## src/rtl/core/hslc_pkg.sv

```systemverilog
`default_nettype none
// ----------------------------------------------------------------------------
// hslc_pkg
// Shared widths, constants and stage records of the HSL to RGB converter.
// ----------------------------------------------------------------------------
package hslc_pkg;

  localparam int FRAC_BITS  = 8;
  localparam int FIX_W      = FRAC_BITS + 1;
  localparam int REG_W      = 9;
  localparam int HUE_W      = 9;
  localparam int BYTE_W     = 8;
  localparam int CFG_IDX_W  = 8;
  localparam int WGT_W      = 6;
  localparam int NUM_W      = FIX_W + WGT_W;
  localparam int DIV_SHIFT  = FRAC_BITS + 8;
  localparam int DIV_K      = (1 << DIV_SHIFT) / 60;
  localparam int DIV_K_W    = DIV_SHIFT - 5;
  localparam int PIPE_DEPTH = 6;
  localparam int OCC_W      = $clog2(PIPE_DEPTH + 1);

  localparam logic [FIX_W-1:0]     FX_ONE     = FIX_W'(1 << FRAC_BITS);
  localparam logic [REG_W-1:0]     REG_ONE    = REG_W'(256);
  localparam logic [REG_W-1:0]     SAT_RESET  = REG_W'(205);
  localparam logic [REG_W-1:0]     LIGHT_RESET = REG_W'(154);
  localparam logic [HUE_W-1:0]     HUE_WRAP   = HUE_W'(360);
  localparam logic [NUM_W-1:0]     SECTOR_DEG = NUM_W'(60);
  localparam logic [CFG_IDX_W-1:0] REG_SATURATION = CFG_IDX_W'(0);
  localparam logic [CFG_IDX_W-1:0] REG_LIGHTNESS  = CFG_IDX_W'(1);

  typedef enum logic [2:0] {
    SEC_RED_YELLOW,
    SEC_YELLOW_GREEN,
    SEC_GREEN_CYAN,
    SEC_CYAN_BLUE,
    SEC_BLUE_MAGENTA,
    SEC_MAGENTA_RED
  } sector_t;

  typedef struct packed {
    sector_t            sector;
    logic [WGT_W-1:0]   weight;
    logic [FIX_W-1:0]   one_minus_dist;
    logic [FIX_W-1:0]   sat;
    logic [FIX_W-1:0]   light;
    logic [BYTE_W-1:0]  alpha;
  } front_t;

  typedef struct packed {
    sector_t            sector;
    logic [FIX_W-1:0]   quot;
    logic [NUM_W-1:0]   num;
    logic [FIX_W-1:0]   chroma;
    logic [FIX_W-1:0]   offset;
    logic [BYTE_W-1:0]  alpha;
  } arith_t;

  function automatic logic [FIX_W-1:0] to_fixed(input logic [REG_W-1:0] v);
    logic [REG_W-1:0]           clamped;
    logic [REG_W+FRAC_BITS-1:0] wide;
    clamped = (v > REG_ONE) ? REG_ONE : v;
    wide    = {clamped, {FRAC_BITS{1'b0}}} >> 8;
    return wide[FIX_W-1:0];
  endfunction

endpackage
`default_nettype wire

```

## src/rtl/core/hslc_front.sv

```systemverilog
`default_nettype none
// ----------------------------------------------------------------------------
// hslc_front
// Input stage: reduce hue, find sector and weight, convert registers to fixed.
// ----------------------------------------------------------------------------
module hslc_front (
  input  wire logic                         clk,
  input  wire logic                         rst,
  input  wire logic                         in_valid,
  output logic                              in_ready,
  input  wire logic [hslc_pkg::HUE_W-1:0]   hue_degrees,
  input  wire logic [hslc_pkg::BYTE_W-1:0]  alpha_in,
  input  wire logic [hslc_pkg::REG_W-1:0]   saturation,
  input  wire logic [hslc_pkg::REG_W-1:0]   lightness,
  output logic                              st_valid,
  input  wire logic                         st_ready,
  output hslc_pkg::front_t                  st
);

  logic [hslc_pkg::HUE_W-1:0]   hue;
  logic [hslc_pkg::HUE_W-1:0]   wdiff;
  logic [hslc_pkg::FIX_W-1:0]   l_fix;
  logic [hslc_pkg::FIX_W:0]     two_l;
  logic [hslc_pkg::FIX_W:0]     spread;
  hslc_pkg::sector_t            sector;
  hslc_pkg::front_t             st_next;

  always_comb begin
    hue = (hue_degrees >= hslc_pkg::HUE_WRAP) ? hue_degrees - hslc_pkg::HUE_WRAP
                                              : hue_degrees;
    priority if (hue < 9'd60) begin
      sector = hslc_pkg::SEC_RED_YELLOW;
      wdiff  = hue;
    end else if (hue < 9'd120) begin
      sector = hslc_pkg::SEC_YELLOW_GREEN;
      wdiff  = 9'd120 - hue;
    end else if (hue < 9'd180) begin
      sector = hslc_pkg::SEC_GREEN_CYAN;
      wdiff  = hue - 9'd120;
    end else if (hue < 9'd240) begin
      sector = hslc_pkg::SEC_CYAN_BLUE;
      wdiff  = 9'd240 - hue;
    end else if (hue < 9'd300) begin
      sector = hslc_pkg::SEC_BLUE_MAGENTA;
      wdiff  = hue - 9'd240;
    end else begin
      sector = hslc_pkg::SEC_MAGENTA_RED;
      wdiff  = 9'd360 - hue;
    end

    l_fix  = hslc_pkg::to_fixed(lightness);
    two_l  = {l_fix, 1'b0};
    spread = (two_l >= {1'b0, hslc_pkg::FX_ONE}) ? two_l - {1'b0, hslc_pkg::FX_ONE}
                                                 : {1'b0, hslc_pkg::FX_ONE} - two_l;

    st_next.sector         = sector;
    st_next.weight         = wdiff[hslc_pkg::WGT_W-1:0];
    st_next.one_minus_dist = hslc_pkg::FX_ONE - spread[hslc_pkg::FIX_W-1:0];
    st_next.sat            = hslc_pkg::to_fixed(saturation);
    st_next.light          = l_fix;
    st_next.alpha          = alpha_in;
  end

  assign in_ready = !st_valid || st_ready;

  always_ff @(posedge clk) begin
    if (rst) begin
      st_valid <= 1'b0;
    end else if (in_ready) begin
      st_valid <= in_valid;
    end
  end

  always_ff @(posedge clk) begin
    if (in_valid && in_ready) begin
      st <= st_next;
    end
  end

endmodule
`default_nettype wire

```

## src/rtl/core/hslc_arith.sv

```systemverilog
`default_nettype none
// ----------------------------------------------------------------------------
// hslc_arith
// Three stages: chroma, secondary numerator and offset, reciprocal quotient.
// ----------------------------------------------------------------------------
module hslc_arith (
  input  wire logic             clk,
  input  wire logic             rst,
  input  wire logic             in_valid,
  output logic                  in_ready,
  input  wire hslc_pkg::front_t in_st,
  output logic                  out_valid,
  input  wire logic             out_ready,
  output hslc_pkg::arith_t      out_st
);

  localparam logic [hslc_pkg::DIV_K_W-1:0] DivK = hslc_pkg::DIV_K_W'(hslc_pkg::DIV_K);

  // stage 1: chroma
  logic                              v1;
  logic                              rdy1;
  hslc_pkg::sector_t                 sec1;
  logic [hslc_pkg::WGT_W-1:0]        wgt1;
  logic [hslc_pkg::FIX_W-1:0]        chroma1;
  logic [hslc_pkg::FIX_W-1:0]        light1;
  logic [hslc_pkg::BYTE_W-1:0]       alpha1;
  logic [2*hslc_pkg::FIX_W-1:0]      chroma_prod;

  // stage 2: numerator and offset
  logic                              v2;
  logic                              rdy2;
  hslc_pkg::sector_t                 sec2;
  logic [hslc_pkg::NUM_W-1:0]        num2;
  logic [hslc_pkg::FIX_W-1:0]        chroma2;
  logic [hslc_pkg::FIX_W-1:0]        offset2;
  logic [hslc_pkg::BYTE_W-1:0]       alpha2;

  // stage 3: quotient estimate
  logic                              rdy3;
  logic [hslc_pkg::NUM_W+hslc_pkg::DIV_K_W-1:0] quot_prod;

  assign rdy3     = !out_valid || out_ready;
  assign rdy2     = !v2 || rdy3;
  assign rdy1     = !v1 || rdy2;
  assign in_ready = rdy1;

  assign chroma_prod = {{hslc_pkg::FIX_W{1'b0}}, in_st.one_minus_dist}
                     * {{hslc_pkg::FIX_W{1'b0}}, in_st.sat};
  assign quot_prod   = {{hslc_pkg::DIV_K_W{1'b0}}, num2} * {{hslc_pkg::NUM_W{1'b0}}, DivK};

  always_ff @(posedge clk) begin
    if (rst) begin
      v1        <= 1'b0;
      v2        <= 1'b0;
      out_valid <= 1'b0;
    end else begin
      if (rdy1) begin
        v1 <= in_valid;
      end
      if (rdy2) begin
        v2 <= v1;
      end
      if (rdy3) begin
        out_valid <= v2;
      end
    end
  end

  always_ff @(posedge clk) begin
    if (in_valid && rdy1) begin
      sec1    <= in_st.sector;
      wgt1    <= in_st.weight;
      chroma1 <= chroma_prod[hslc_pkg::FRAC_BITS +: hslc_pkg::FIX_W];
      light1  <= in_st.light;
      alpha1  <= in_st.alpha;
    end
    if (v1 && rdy2) begin
      sec2    <= sec1;
      num2    <= hslc_pkg::NUM_W'(chroma1) * hslc_pkg::NUM_W'(wgt1);
      chroma2 <= chroma1;
      offset2 <= light1 - (chroma1 >> 1);
      alpha2  <= alpha1;
    end
    if (v2 && rdy3) begin
      out_st.sector <= sec2;
      out_st.quot   <= quot_prod[hslc_pkg::DIV_SHIFT +: hslc_pkg::FIX_W];
      out_st.num    <= num2;
      out_st.chroma <= chroma2;
      out_st.offset <= offset2;
      out_st.alpha  <= alpha2;
    end
  end

endmodule
`default_nettype wire

```

## src/rtl/core/hslc_mix.sv

```systemverilog
`default_nettype none
// ----------------------------------------------------------------------------
// hslc_mix
// Correct the quotient, order channels by sector, add offset, scale to bytes.
// ----------------------------------------------------------------------------
module hslc_mix (
  input  wire logic                        clk,
  input  wire logic                        rst,
  input  wire logic                        in_valid,
  output logic                             in_ready,
  input  wire hslc_pkg::arith_t            in_st,
  output logic                             out_valid,
  input  wire logic                        out_ready,
  output logic [hslc_pkg::BYTE_W-1:0]      red,
  output logic [hslc_pkg::BYTE_W-1:0]      green,
  output logic [hslc_pkg::BYTE_W-1:0]      blue,
  output logic [hslc_pkg::BYTE_W-1:0]      alpha_out
);

  localparam int SUM_W  = hslc_pkg::FIX_W + 1;
  localparam int BPROD_W = hslc_pkg::FIX_W + 8;

  logic                            v1;
  logic                            rdy1;
  logic                            rdy2;
  logic [hslc_pkg::NUM_W-1:0]      q_times;
  logic [hslc_pkg::NUM_W-1:0]      rem;
  logic [hslc_pkg::FIX_W-1:0]      xval;
  logic [hslc_pkg::FIX_W-1:0]      cval;
  logic [hslc_pkg::FIX_W-1:0]      r_sel;
  logic [hslc_pkg::FIX_W-1:0]      g_sel;
  logic [hslc_pkg::FIX_W-1:0]      b_sel;
  logic [SUM_W-1:0]                r_sum;
  logic [SUM_W-1:0]                g_sum;
  logic [SUM_W-1:0]                b_sum;
  logic [hslc_pkg::FIX_W-1:0]      r_val;
  logic [hslc_pkg::FIX_W-1:0]      g_val;
  logic [hslc_pkg::FIX_W-1:0]      b_val;
  logic [hslc_pkg::BYTE_W-1:0]     alpha1;
  logic [BPROD_W-1:0]              r_scaled;
  logic [BPROD_W-1:0]              g_scaled;
  logic [BPROD_W-1:0]              b_scaled;

  function automatic logic [hslc_pkg::FIX_W-1:0] clamp_one(input logic [SUM_W-1:0] v);
    return (v > {1'b0, hslc_pkg::FX_ONE}) ? hslc_pkg::FX_ONE : v[hslc_pkg::FIX_W-1:0];
  endfunction

  always_comb begin
    q_times = ({{(hslc_pkg::NUM_W-hslc_pkg::FIX_W){1'b0}}, in_st.quot} << 6)
            - ({{(hslc_pkg::NUM_W-hslc_pkg::FIX_W){1'b0}}, in_st.quot} << 2);
    rem     = in_st.num - q_times;
    xval    = (rem >= hslc_pkg::SECTOR_DEG) ? in_st.quot + 1'b1 : in_st.quot;
    cval    = in_st.chroma;

    unique case (in_st.sector)
      hslc_pkg::SEC_RED_YELLOW:   begin r_sel = cval; g_sel = xval; b_sel = '0;   end
      hslc_pkg::SEC_YELLOW_GREEN: begin r_sel = xval; g_sel = cval; b_sel = '0;   end
      hslc_pkg::SEC_GREEN_CYAN:   begin r_sel = '0;   g_sel = cval; b_sel = xval; end
      hslc_pkg::SEC_CYAN_BLUE:    begin r_sel = '0;   g_sel = xval; b_sel = cval; end
      hslc_pkg::SEC_BLUE_MAGENTA: begin r_sel = xval; g_sel = '0;   b_sel = cval; end
      hslc_pkg::SEC_MAGENTA_RED:  begin r_sel = cval; g_sel = '0;   b_sel = xval; end
      default:                    begin r_sel = '0;   g_sel = '0;   b_sel = '0;   end
    endcase

    r_sum = {1'b0, r_sel} + {1'b0, in_st.offset};
    g_sum = {1'b0, g_sel} + {1'b0, in_st.offset};
    b_sum = {1'b0, b_sel} + {1'b0, in_st.offset};

    r_scaled = {r_val, 8'b0} - {8'b0, r_val};
    g_scaled = {g_val, 8'b0} - {8'b0, g_val};
    b_scaled = {b_val, 8'b0} - {8'b0, b_val};
  end

  assign rdy2     = !out_valid || out_ready;
  assign rdy1     = !v1 || rdy2;
  assign in_ready = rdy1;

  always_ff @(posedge clk) begin
    if (rst) begin
      v1        <= 1'b0;
      out_valid <= 1'b0;
    end else begin
      if (rdy1) begin
        v1 <= in_valid;
      end
      if (rdy2) begin
        out_valid <= v1;
      end
    end
  end

  always_ff @(posedge clk) begin
    if (in_valid && rdy1) begin
      r_val  <= clamp_one(r_sum);
      g_val  <= clamp_one(g_sum);
      b_val  <= clamp_one(b_sum);
      alpha1 <= in_st.alpha;
    end
    if (v1 && rdy2) begin
      red       <= r_scaled[hslc_pkg::FRAC_BITS +: hslc_pkg::BYTE_W];
      green     <= g_scaled[hslc_pkg::FRAC_BITS +: hslc_pkg::BYTE_W];
      blue      <= b_scaled[hslc_pkg::FRAC_BITS +: hslc_pkg::BYTE_W];
      alpha_out <= alpha1;
    end
  end

endmodule
`default_nettype wire

```

## src/rtl/core/hsl_to_rgb_converter.sv

```systemverilog
`default_nettype none
// ----------------------------------------------------------------------------
// hsl_to_rgb_converter
// Hue stream to RGB bytes using saturation and lightness registers.
// ----------------------------------------------------------------------------
//  channel  handshake              payload
//  in       in_valid / in_ready    hue_degrees[8:0], alpha_in[7:0]
//  out      out_valid / out_ready  red, green, blue, alpha_out [7:0]
//  cfg      cfg_valid / cfg_ready  cfg_index[7:0], cfg_data[8:0]
//
//  Six register stages: front, chroma multiply, numerator multiply, reciprocal
//  multiply for the divide by 60, channel mix, byte scaling.
//  One transaction per cycle sustained while out_ready stays high.
//  Each stage holds on a stall and fills any bubble ahead of it.
//  Reset empties the pipeline and loads saturation 205 and lightness 154.
//  cfg_ready is always high; unknown register indexes are dropped.
// ----------------------------------------------------------------------------
module hsl_to_rgb_converter (
  input  wire logic                             clk,
  input  wire logic                             rst,
  input  wire logic                             in_valid,
  output logic                                  in_ready,
  input  wire logic [hslc_pkg::HUE_W-1:0]       hue_degrees,
  input  wire logic [hslc_pkg::BYTE_W-1:0]      alpha_in,
  output logic                                  out_valid,
  input  wire logic                             out_ready,
  output logic [hslc_pkg::BYTE_W-1:0]           red,
  output logic [hslc_pkg::BYTE_W-1:0]           green,
  output logic [hslc_pkg::BYTE_W-1:0]           blue,
  output logic [hslc_pkg::BYTE_W-1:0]           alpha_out,
  input  wire logic                             cfg_valid,
  output logic                                  cfg_ready,
  input  wire logic [hslc_pkg::CFG_IDX_W-1:0]   cfg_index,
  input  wire logic [hslc_pkg::REG_W-1:0]       cfg_data
);

  logic [hslc_pkg::REG_W-1:0] saturation;
  logic [hslc_pkg::REG_W-1:0] lightness;
  logic                       fr_valid;
  logic                       fr_ready;
  hslc_pkg::front_t           fr_st;
  logic                       ar_valid;
  logic                       ar_ready;
  hslc_pkg::arith_t           ar_st;
  logic [hslc_pkg::OCC_W-1:0] occupancy;
  logic                       in_fire;
  logic                       out_fire;

  assign cfg_ready = 1'b1;
  assign in_fire   = in_valid && in_ready;
  assign out_fire  = out_valid && out_ready;

  always_ff @(posedge clk) begin
    if (rst) begin
      saturation <= hslc_pkg::SAT_RESET;
      lightness  <= hslc_pkg::LIGHT_RESET;
    end else if (cfg_valid && cfg_ready) begin
      if (cfg_index == hslc_pkg::REG_SATURATION) begin
        saturation <= cfg_data;
      end
      if (cfg_index == hslc_pkg::REG_LIGHTNESS) begin
        lightness <= cfg_data;
      end
    end
  end

  always_ff @(posedge clk) begin
    if (rst) begin
      occupancy <= '0;
    end else if (in_fire && !out_fire) begin
      occupancy <= occupancy + 1'b1;
    end else if (!in_fire && out_fire) begin
      occupancy <= occupancy - 1'b1;
    end
  end

  hslc_front u_front (
    .clk         (clk),
    .rst         (rst),
    .in_valid    (in_valid),
    .in_ready    (in_ready),
    .hue_degrees (hue_degrees),
    .alpha_in    (alpha_in),
    .saturation  (saturation),
    .lightness   (lightness),
    .st_valid    (fr_valid),
    .st_ready    (fr_ready),
    .st          (fr_st)
  );

  hslc_arith u_arith (
    .clk       (clk),
    .rst       (rst),
    .in_valid  (fr_valid),
    .in_ready  (fr_ready),
    .in_st     (fr_st),
    .out_valid (ar_valid),
    .out_ready (ar_ready),
    .out_st    (ar_st)
  );

  hslc_mix u_mix (
    .clk       (clk),
    .rst       (rst),
    .in_valid  (ar_valid),
    .in_ready  (ar_ready),
    .in_st     (ar_st),
    .out_valid (out_valid),
    .out_ready (out_ready),
    .red       (red),
    .green     (green),
    .blue      (blue),
    .alpha_out (alpha_out)
  );

  a_occ_bound: assert property (@(posedge clk) disable iff (rst)
    occupancy <= hslc_pkg::OCC_W'(hslc_pkg::PIPE_DEPTH))
    else $error("pipeline holds more transactions than stages");

  a_empty_no_out: assert property (@(posedge clk) disable iff (rst)
    (occupancy == '0) |-> !out_valid)
    else $error("result presented with no transaction in flight");

  a_stall_source: assert property (@(posedge clk) disable iff (rst)
    !in_ready |-> (out_valid && !out_ready && occupancy == hslc_pkg::OCC_W'(hslc_pkg::PIPE_DEPTH)))
    else $error("input stalled while pipeline not full and blocked");

  a_no_loss: assert property (@(posedge clk) disable iff (rst)
    (in_fire && !out_fire) |=> (occupancy == $past(occupancy) + 1'b1))
    else $error("accepted transaction not counted");

endmodule
`default_nettype wire
```

## config.mk

```make
export PLATFORM = sky130hd
export DESIGN_NAME = hsl_to_rgb_converter
export DESIGN_NICKNAME = d
export VERILOG_FILES = /design/src/rtl/core/hslc_pkg.sv /design/src/rtl/core/hslc_front.sv /design/src/rtl/core/hslc_arith.sv /design/src/rtl/core/hslc_mix.sv /design/src/rtl/core/hsl_to_rgb_converter.sv
export SDC_FILE = /design/constraint.sdc
export NUM_CORES = 1
export LEC_CHECK = 0
export CORE_UTILIZATION = 50
export CTS_CLUSTER_DIAMETER = 30
export CTS_CLUSTER_SIZE = 28
export DETAILED_ROUTE_END_ITERATION = 7
export DONT_BUFFER_PORTS = 1
export GPL_ROUTABILITY_DRIVEN = 0
export GPL_TIMING_DRIVEN = 1
export SLEW_MARGIN = 30
export SYNTH_ARGS = -nofsm -noshare
export SYNTH_HDL_FRONTEND = slang
export SYNTH_SLANG_ARGS = --single-unit
```

## constraint.sdc

```tcl
create_clock -name clk -period 8.91 [get_ports clk]
set_input_delay 1.3365 -clock clk [delete_from_list [all_inputs] [get_ports clk]]
set_output_delay 1.3365 -clock clk [all_outputs]
set_load 0.02 [all_outputs]
```

==> results of run 1 <==
==> power by group through the flow <==
stage	Clock, mW	Sequential (mW)	Combinational [mW]
finish	1.84	1.70	2.28
global route	1.93	1.71	2.66
CTS	1.88	1.70	2.32
detailed placement	0	1.73	2.29
global placement	0	1.72	2.24
floorplan	0	1.67	1.88
==> through the flow <==
step | area (sq um) | hold WS [ns] | util, % | total power, mW
CTS | 19600 | 0.415 | 57.9 | 5.90
floorplan | 17400 | 0.400 | - | 3.55
finish | 19600 | 0.408 | 57.9 | 5.82
global route | 19600 | 0.418 | 57.9 | 6.31
global placement | 17900 | 0.402 | 52.8 | 3.97
detailed placement | 17900 | 0.405 | 52.9 | 4.01
==> worst register-to-register path, stage by stage, from the launching register on <==
cell      delay (ns)
edfxtp_1        0.42
inv_1           0.12
ha_1            0.39
inv_1           0.07
ha_1            0.26
nor2b_1         0.14
o31ai_2         0.25
nand2_1         0.14
a211o_1         0.28
a21oi_1         0.18
mux2i_1         0.51
nand3_4         0.22
xnor2_1         0.45
a221oi_1        0.14
a21oi_1         0.19
ha_1            0.19
inv_1           0.05
fa_1            0.39
nor2b_1         0.12
o21ai_0         0.11
a21boi_0        0.34
o21ai_0         0.16
a21boi_0        0.34
o21ai_0         0.12
nand2b_1        0.10
xnor2_1         0.09
o21ai_0         0.43
nor3_1          0.10
==> cell families after synthesis <==
group                    after synthesis  synth area share (%)
flip-flops                           264                  44.1
AO/OA/AOI/OAI                        226                  8.94
AND/OR/NAND/NOR                      460                  13.3
adder cells (fa/ha/maj)              253                  21.8
multiplexers                          28                  1.69
buffers and inverters                239                  5.37
XOR/XNOR                              92                  4.71
other                                  1                0.0215
==> metal layers <==
layer	part of all wire [%]	vias up	global-route usage, %
li1	-	5476	-
met1	45	5243	22.9
met2	49	193	32.3
met3	3.6	70	3.18
met4	2.8	0	6.85
met5	0	-	0
==> worst min-delay path by stage <==
| stage | endpoint | slack (ns) | cells past startpoint |
|---|---|---|---|
| CTS | u_arith.sec1[1]$_DFFE_PP_ | 0.42 | 0 |
| global route | u_arith.out_st[23]$_DFFE_PP_ | 0.42 | 0 |
| global placement | u_arith.out_st[15]$_DFFE_PP_ | 0.40 | 0 |
| finish | u_arith.sec1[1]$_DFFE_PP_ | 0.41 | 0 |
| floorplan | u_arith.alpha1[0]$_DFFE_PP_ | 0.40 | 0 |
| detailed placement | u_arith.alpha1[0]$_DFFE_PP_ | 0.40 | 0 |
==> cell type report <==
cell class                 instances  area share [%]
timing repair buffer               6           0.306
clock inverter                    35            1.89
sequential                       264            39.2
clock buffer                      55            6.73
inverter                         205            3.92
multi-input combinational       1060            45.1
tap                              448            2.86
==> placed cells by master (no fill, tap or decap), drive strengths merged, types with 10 or more instances in the layout <==
cell	count
fa	85
a211o	13
clkinvlp	10
edfxtp	240
clkinv	12
nand2b	12
o21ai	54
a21oi	50
and2	51
a21boi	11
a211oi	13
nor3	33
clkbuf	55
nor4	10
nor2b	38
xor2	28
dfxtp	24
nand3	13
nor2	121
a21o	13
nand2	127
inv	213
o21a	16
mux2i	27
ha	168
xnor2	63
==> flow_metrics.tcl, run 1 <==
set metrics [dict create \
    clkPwrFrac_pct 31.6 \
    cts.sinks 264 \
    core-area_sq_um 33900 \
    maxCapViolations 0 \
    worst_slack_ns 2.33 \
    track_usage_pct 18.5 \
    rows 67 \
    reg2reg_to "u_mix.b_val[4]$_SDFFCE_PN0P_" \
    clock_latency_ns 0.54 \
    cts_tree "yes" \
    hpwlAfterDp_um 24100 \
    worstMarginPinSlew_ns 0.927 \
    fmax_mhz 152 \
    io_pins 74 \
    ant_nets 0 \
    synth.top_cell.area_share_pct 41.4 \
    layoutNonFillerInstCount 2073 \
    p_sw_mw 1.96 \
    relSlewSlack_pct 37.8 \
    drive_above_1_share_pct 8.12 \
    grt_setup_unrepaired "no" \
    internal_power_mw 3.86 \
    endpoint_kind "flip-flop" \
    leakage_nw 8.30 \
    hold_viol 0 \
    post-cts-setup-buffer-count 0 \
    drc 0 \
    finalCritPeriodShare_pct 73.9 \
    yosysMostFrequentCell "edfxtp_1" \
    start_kind "flip-flop" \
    clk_pin_slew_worst_paths_ns 0.05 \
    place_ws_ns 2.44 \
    netlist_instances 1563 \
    crit_top_cell "o21ai_0" \
    netlist_top_cells_area "edfxtp_1 (41%), ha_1 (12%), fa_1 (9.8%), inv_1 (4.4%), xnor2_1 (3.2%)" \
    h-tree-depth 2 \
    grt_max_degree 53 \
    crit_arrival_ns 6.84 \
    synth_top_cells_by_count "edfxtp_1 (240), inv_1 (203), ha_1 (168), nand2_1 (127), nor2_1 (121)" \
    cts_resized 0 \
    start_util_pct 51.4 \
    antenna_found_initial 0 \
    slowest_stage "mux2i_1" \
    status "complete, no violations" \
    timing.rr.start "u_arith.out_st[41]$_DFFE_PP_" \
    root_buffer "clkbuf_16" \
    combPwrFrac_pct 39.2 \
    dp.cells 1983 \
    critical_path_class "flip-flop to flip-flop" \
    path_depth 27 \
    ir_worst_vdd_mv 0.164 \
    chipWidth_um 189 \
    via_per_inst 5.30 \
    yosysWarnings 0 \
    wl_um 31300 \
    finalClockSkew_ns 0.0138 \
    max_stage_delay_ns 0.51 \
    multi_input_area_sq_um 8850 \
    ys_seq_area_share_pct 44.1 \
    path_buf_inv 3 \
    clockBufferDepth 3 \
    critPathLaunch "u_arith.out_st[41]$_DFFE_PP_" \
    port_buffers 0 \
    hold_path.class "flip-flop to flip-flop" \
    seq_area_sq_um 7690 \
    diodes 0 \
    die_area_sq_um 35600 \
    cp.required_ns 9.17 \
    ys.flop_type "edfxtp_1" \
    num_vias 11000 \
    setup_violations 0 \
    min-delay-start "u_front.st[42]$_SDFFCE_PP0P_" \
    die_h_um 189 \
    cts-buffers-inserted 50 \
    reg_top3 "u_arith.out_st: 52 flops, u_front.st: 42 flops, u_arith.num2: 15 flops" \
    fillCellCount 2837 \
    drtIter0Drc 429 \
    synth-edff-count 240 \
    p_per_area_nw_per_um2 297 \
    rr_worst_depth 27 \
    top_register "u_arith.out_st" \
    num-nets-final 1879 \
    critPathTopFamily "compound AO/OA/AOI/OAI gates" \
    crit_path_end "u_mix.b_val[4]$_SDFFCE_PN0P_" \
    grt-ovfl-total 0 \
    synthToLayoutAreaGrowth_pct 12.7 \
    synth_area_per_cell_sq_um 11.1 \
    grt_pass1_vias 11300 \
    finalSetupTns_ns 0 \
    wl_per_cell_um 15.1 \
    drv_slew 0 \
    grt_pass1_wl_um 53700 \
    switching_share_pct 33.6 \
    synth_largest_area_cell "edfxtp_1" \
    synth_cell_types 94 \
    syn-num-nets 1855 \
    first_pass_iters 5 \
    post-route-min-period_ns 6.58 \
    synth-seq-cells 264 \
    async_flop_share_pct 0 \
    rrSetupSlack_ns 2.33 \
    path_max_fanout 6 \
    postCtsHoldBufs 0 \
    seq_power_share_pct 29.2 \
    largest_reg_flops 52 \
    synth_area_sq_um 17400 \
]
No activity file was read; power rests on OpenSTA's default activity.
==> run 2, diff against run 1 <==
Clock period 8.91 ns to 6.1 ns, I/O delays scaled along.
==> run 2 against run 1 <==
Sequential power increased by 46%. Clock power increased by 63%. First-iteration DRC count increased by 15%. Worst hold slack improved by 0.00061 ns. Register-to-register slack got worse by 2.0 ns. Highest routed layer unchanged.
==> flow_metrics.tcl, run 2 (same netlist as run 1, synthesis figures left out) <==
set metrics [dict create \
    start_kind "flip-flop" \
    cts_tree "yes" \
    layout_commonest_cell "edfxtp_1" \
    setup_violations 0 \
    hpwlAfterDp_um 24400 \
    chipWidth_um 189 \
    rows 67 \
    maxCapViolations 0 \
    fmax_mhz 174 \
    first_pass_iters 5 \
    rrSetupSlack_ns 0.34 \
    finalCritPeriodShare_pct 94.4 \
    path_max_fanout 5 \
    die_area_sq_um 35600 \
    reg2reg_to "u_mix.g_val[6]$_SDFFCE_PN0P_" \
    cts-buffers-inserted 57 \
    cp.required_ns 6.47 \
    top_register "u_arith.out_st" \
    core-area_sq_um 33900 \
    grt-ovfl-total 0 \
    num_vias 11100 \
    crit_chain "buf_4, fa_1, inv_1, ha_1, o21a_1, a21o_2, and4_2, nor4_4, nand3_4, buf_4, mux2i_4, a211o_2, inv_1, ha_1, a21o_1, a21oi_1, o21ai_0, a21oi_1, o21ai_0, a21oi_1, nor2_1, a211oi_2, nand2_1, nor3_1" \
    grt_pass1_vias 11400 \
    relSlewSlack_pct 33.4 \
    rr_worst_depth 24 \
    drtIter0Drc 495 \
    grt_max_degree 53 \
    drc 0 \
    h-tree-depth 2 \
    io_pins 74 \
    drv_slew 0 \
    synthToLayoutAreaGrowth_pct 15.4 \
    min_to "u_arith.light1[5]$_DFFE_PP_" \
    post-route-min-period_ns 5.76 \
    via_per_inst 5.25 \
    root_buffer "clkbuf_16" \
    busiest_layer "met2" \
    grt_use_met2_pct 33.1 \
    clockBufferDepth 3 \
    clock_latency_ns 0.55 \
    die_h_um 189 \
    max_stage_delay_ns 0.49 \
    diodes 0 \
    clk_pin_slew_worst_paths_ns 0.05 \
    reg_top3 "u_arith.out_st: 52 flops, u_front.st: 42 flops, u_arith.num2: 15 flops" \
    multi_input_area_sq_um 8960 \
    wl_per_cell_um 15.3 \
    crit_top_cell "a21oi_1" \
    fin_area_sq_um 20100 \
    drive_above_1_share_pct 10.7 \
    critical_path_class "flip-flop to flip-flop" \
    hold_viol 0 \
    grt_pass1_wl_um 54200 \
    track_usage_pct 18.7 \
    ir_worst_vdd_mv 0.244 \
    min-delay-start "u_front.st[13]$_DFFE_PP_" \
    total_power_mw 8.95 \
    status "complete, no violations" \
    slowest_stage "fa_1" \
    num-nets-final 1903 \
    seq_area_sq_um 7690 \
    antenna_found_initial 0 \
    post-route-util_pct 59.3 \
    wl_um 32100 \
    start_util_pct 51.4 \
    endpoint_kind "flip-flop" \
    leakage_nw 8.55 \
    cts.sinks 264 \
    ant_nets 0 \
    use_met1_pct 22.5 \
    finalClockSkew_ns 0.0179 \
    hold_path.class "flip-flop to flip-flop" \
    worstMarginPinSlew_ns 0.993 \
    timing.rr.start "u_arith.out_st[42]$_DFFE_PP_" \
    dpl_cell_area_sq_um 18000 \
    fillCellCount 2846 \
    gr-usage-met3_pct 3.32 \
    final_cell_mix "edfxtp_1 (240), inv_1 (201), ha_1 (165)" \
    largest_reg_flops 52 \
    postCtsHoldBufs 0 \
    crit_arrival_ns 6.13 \
    p_per_area_nw_per_um2 445 \
    port_buffers 0 \
    hold_depth 0 \
]
run 2: cell count changes in the layout (fill, tap and decap cells not counted), sizes merged:
cell,change
clkinv,+10
clkbuf,+9
bufinv,+3
buf,+17
clkinvlp,-4
inv,-2
run 2: area by class of cell:
class | count | area share, %
tap | 448 | 2.79
sequential | 264 | 38.3
timing repair buffer | 23 | 0.934
inverter | 205 | 3.83
clock buffer | 64 | 7.23
clock inverter | 42 | 2.34
multi-input combinational | 1060 | 44.6
run 2: timing repair:
action	CTS	global route
setup endpoints to repair	2	27
setup buffers	0	9
pin swaps	0	11
resized for setup	2	31
cloned	0	0
run 2: per-stage QoR:
step	std cells	hold WS [ns]	setup TNS, ns	setup WS [ns]
finish	2106	0.408	0	0.342
global route	2106	0.407	-0.0892	-0.0579
CTS	2097	0.409	0	0.0711
detailed placement	1991	0.405	0	0.0151
global placement	1989	0.401	0	0.196
floorplan	1563	0.400	0	0.546
run 2: worst max-delay path, delay by kind of cell, from the launching register on:
family / cells / cell delay (ns)
DFF: 1 / 0.45
adders and majority gates: 3 / 1.06
and+or+nand+nor: 6 / 1.28
buffers and inverters: 4 / 0.47
AOI/OAI and AO/OA: 10 / 2.12
muxes: 1 / 0.21
run 2: report_power, final:
part	switching [mW]	total, mW	leakage, nW	internal (mW)
registers	0.159	2.48	2.38	2.32
clock network	0.951	3.00	0.932	2.05
logic	1.87	3.46	5.24	1.60
run 2: per-layer routing:
layer	wire length, um	part of all wire, %
met1	13900	43
met2	16000	50
met3	1210	3.8
met4	977	3.0
met5	0	0
run 2: worst max path at each step:
| stage | from | to | slack, ns |
|---|---|---|---|
| 3_3_place_gp | u_arith.out_st[42]$_DFFE_PP_ | u_mix.g_val[4]$_SDFFCE_PN0P_ | 0.20 |
| 4_1_cts | u_arith.out_st[46]$_DFFE_PP_ | u_mix.r_val[4]$_SDFFCE_PN0P_ | 0.07 |
| 2_1_floorplan | u_arith.out_st[41]$_DFFE_PP_ | u_mix.b_val[4]$_SDFFCE_PN0P_ | 0.55 |
| 6_report | u_arith.out_st[42]$_DFFE_PP_ | u_mix.g_val[6]$_SDFFCE_PN0P_ | 0.34 |
| 5_1_grt | u_arith.out_st[46]$_DFFE_PP_ | u_mix.r_val[4]$_SDFFCE_PN0P_ | -0.06 |
| 3_5_place_dp | u_arith.out_st[46]$_DFFE_PP_ | u_mix.b_val[4]$_SDFFCE_PN0P_ | 0.02 |
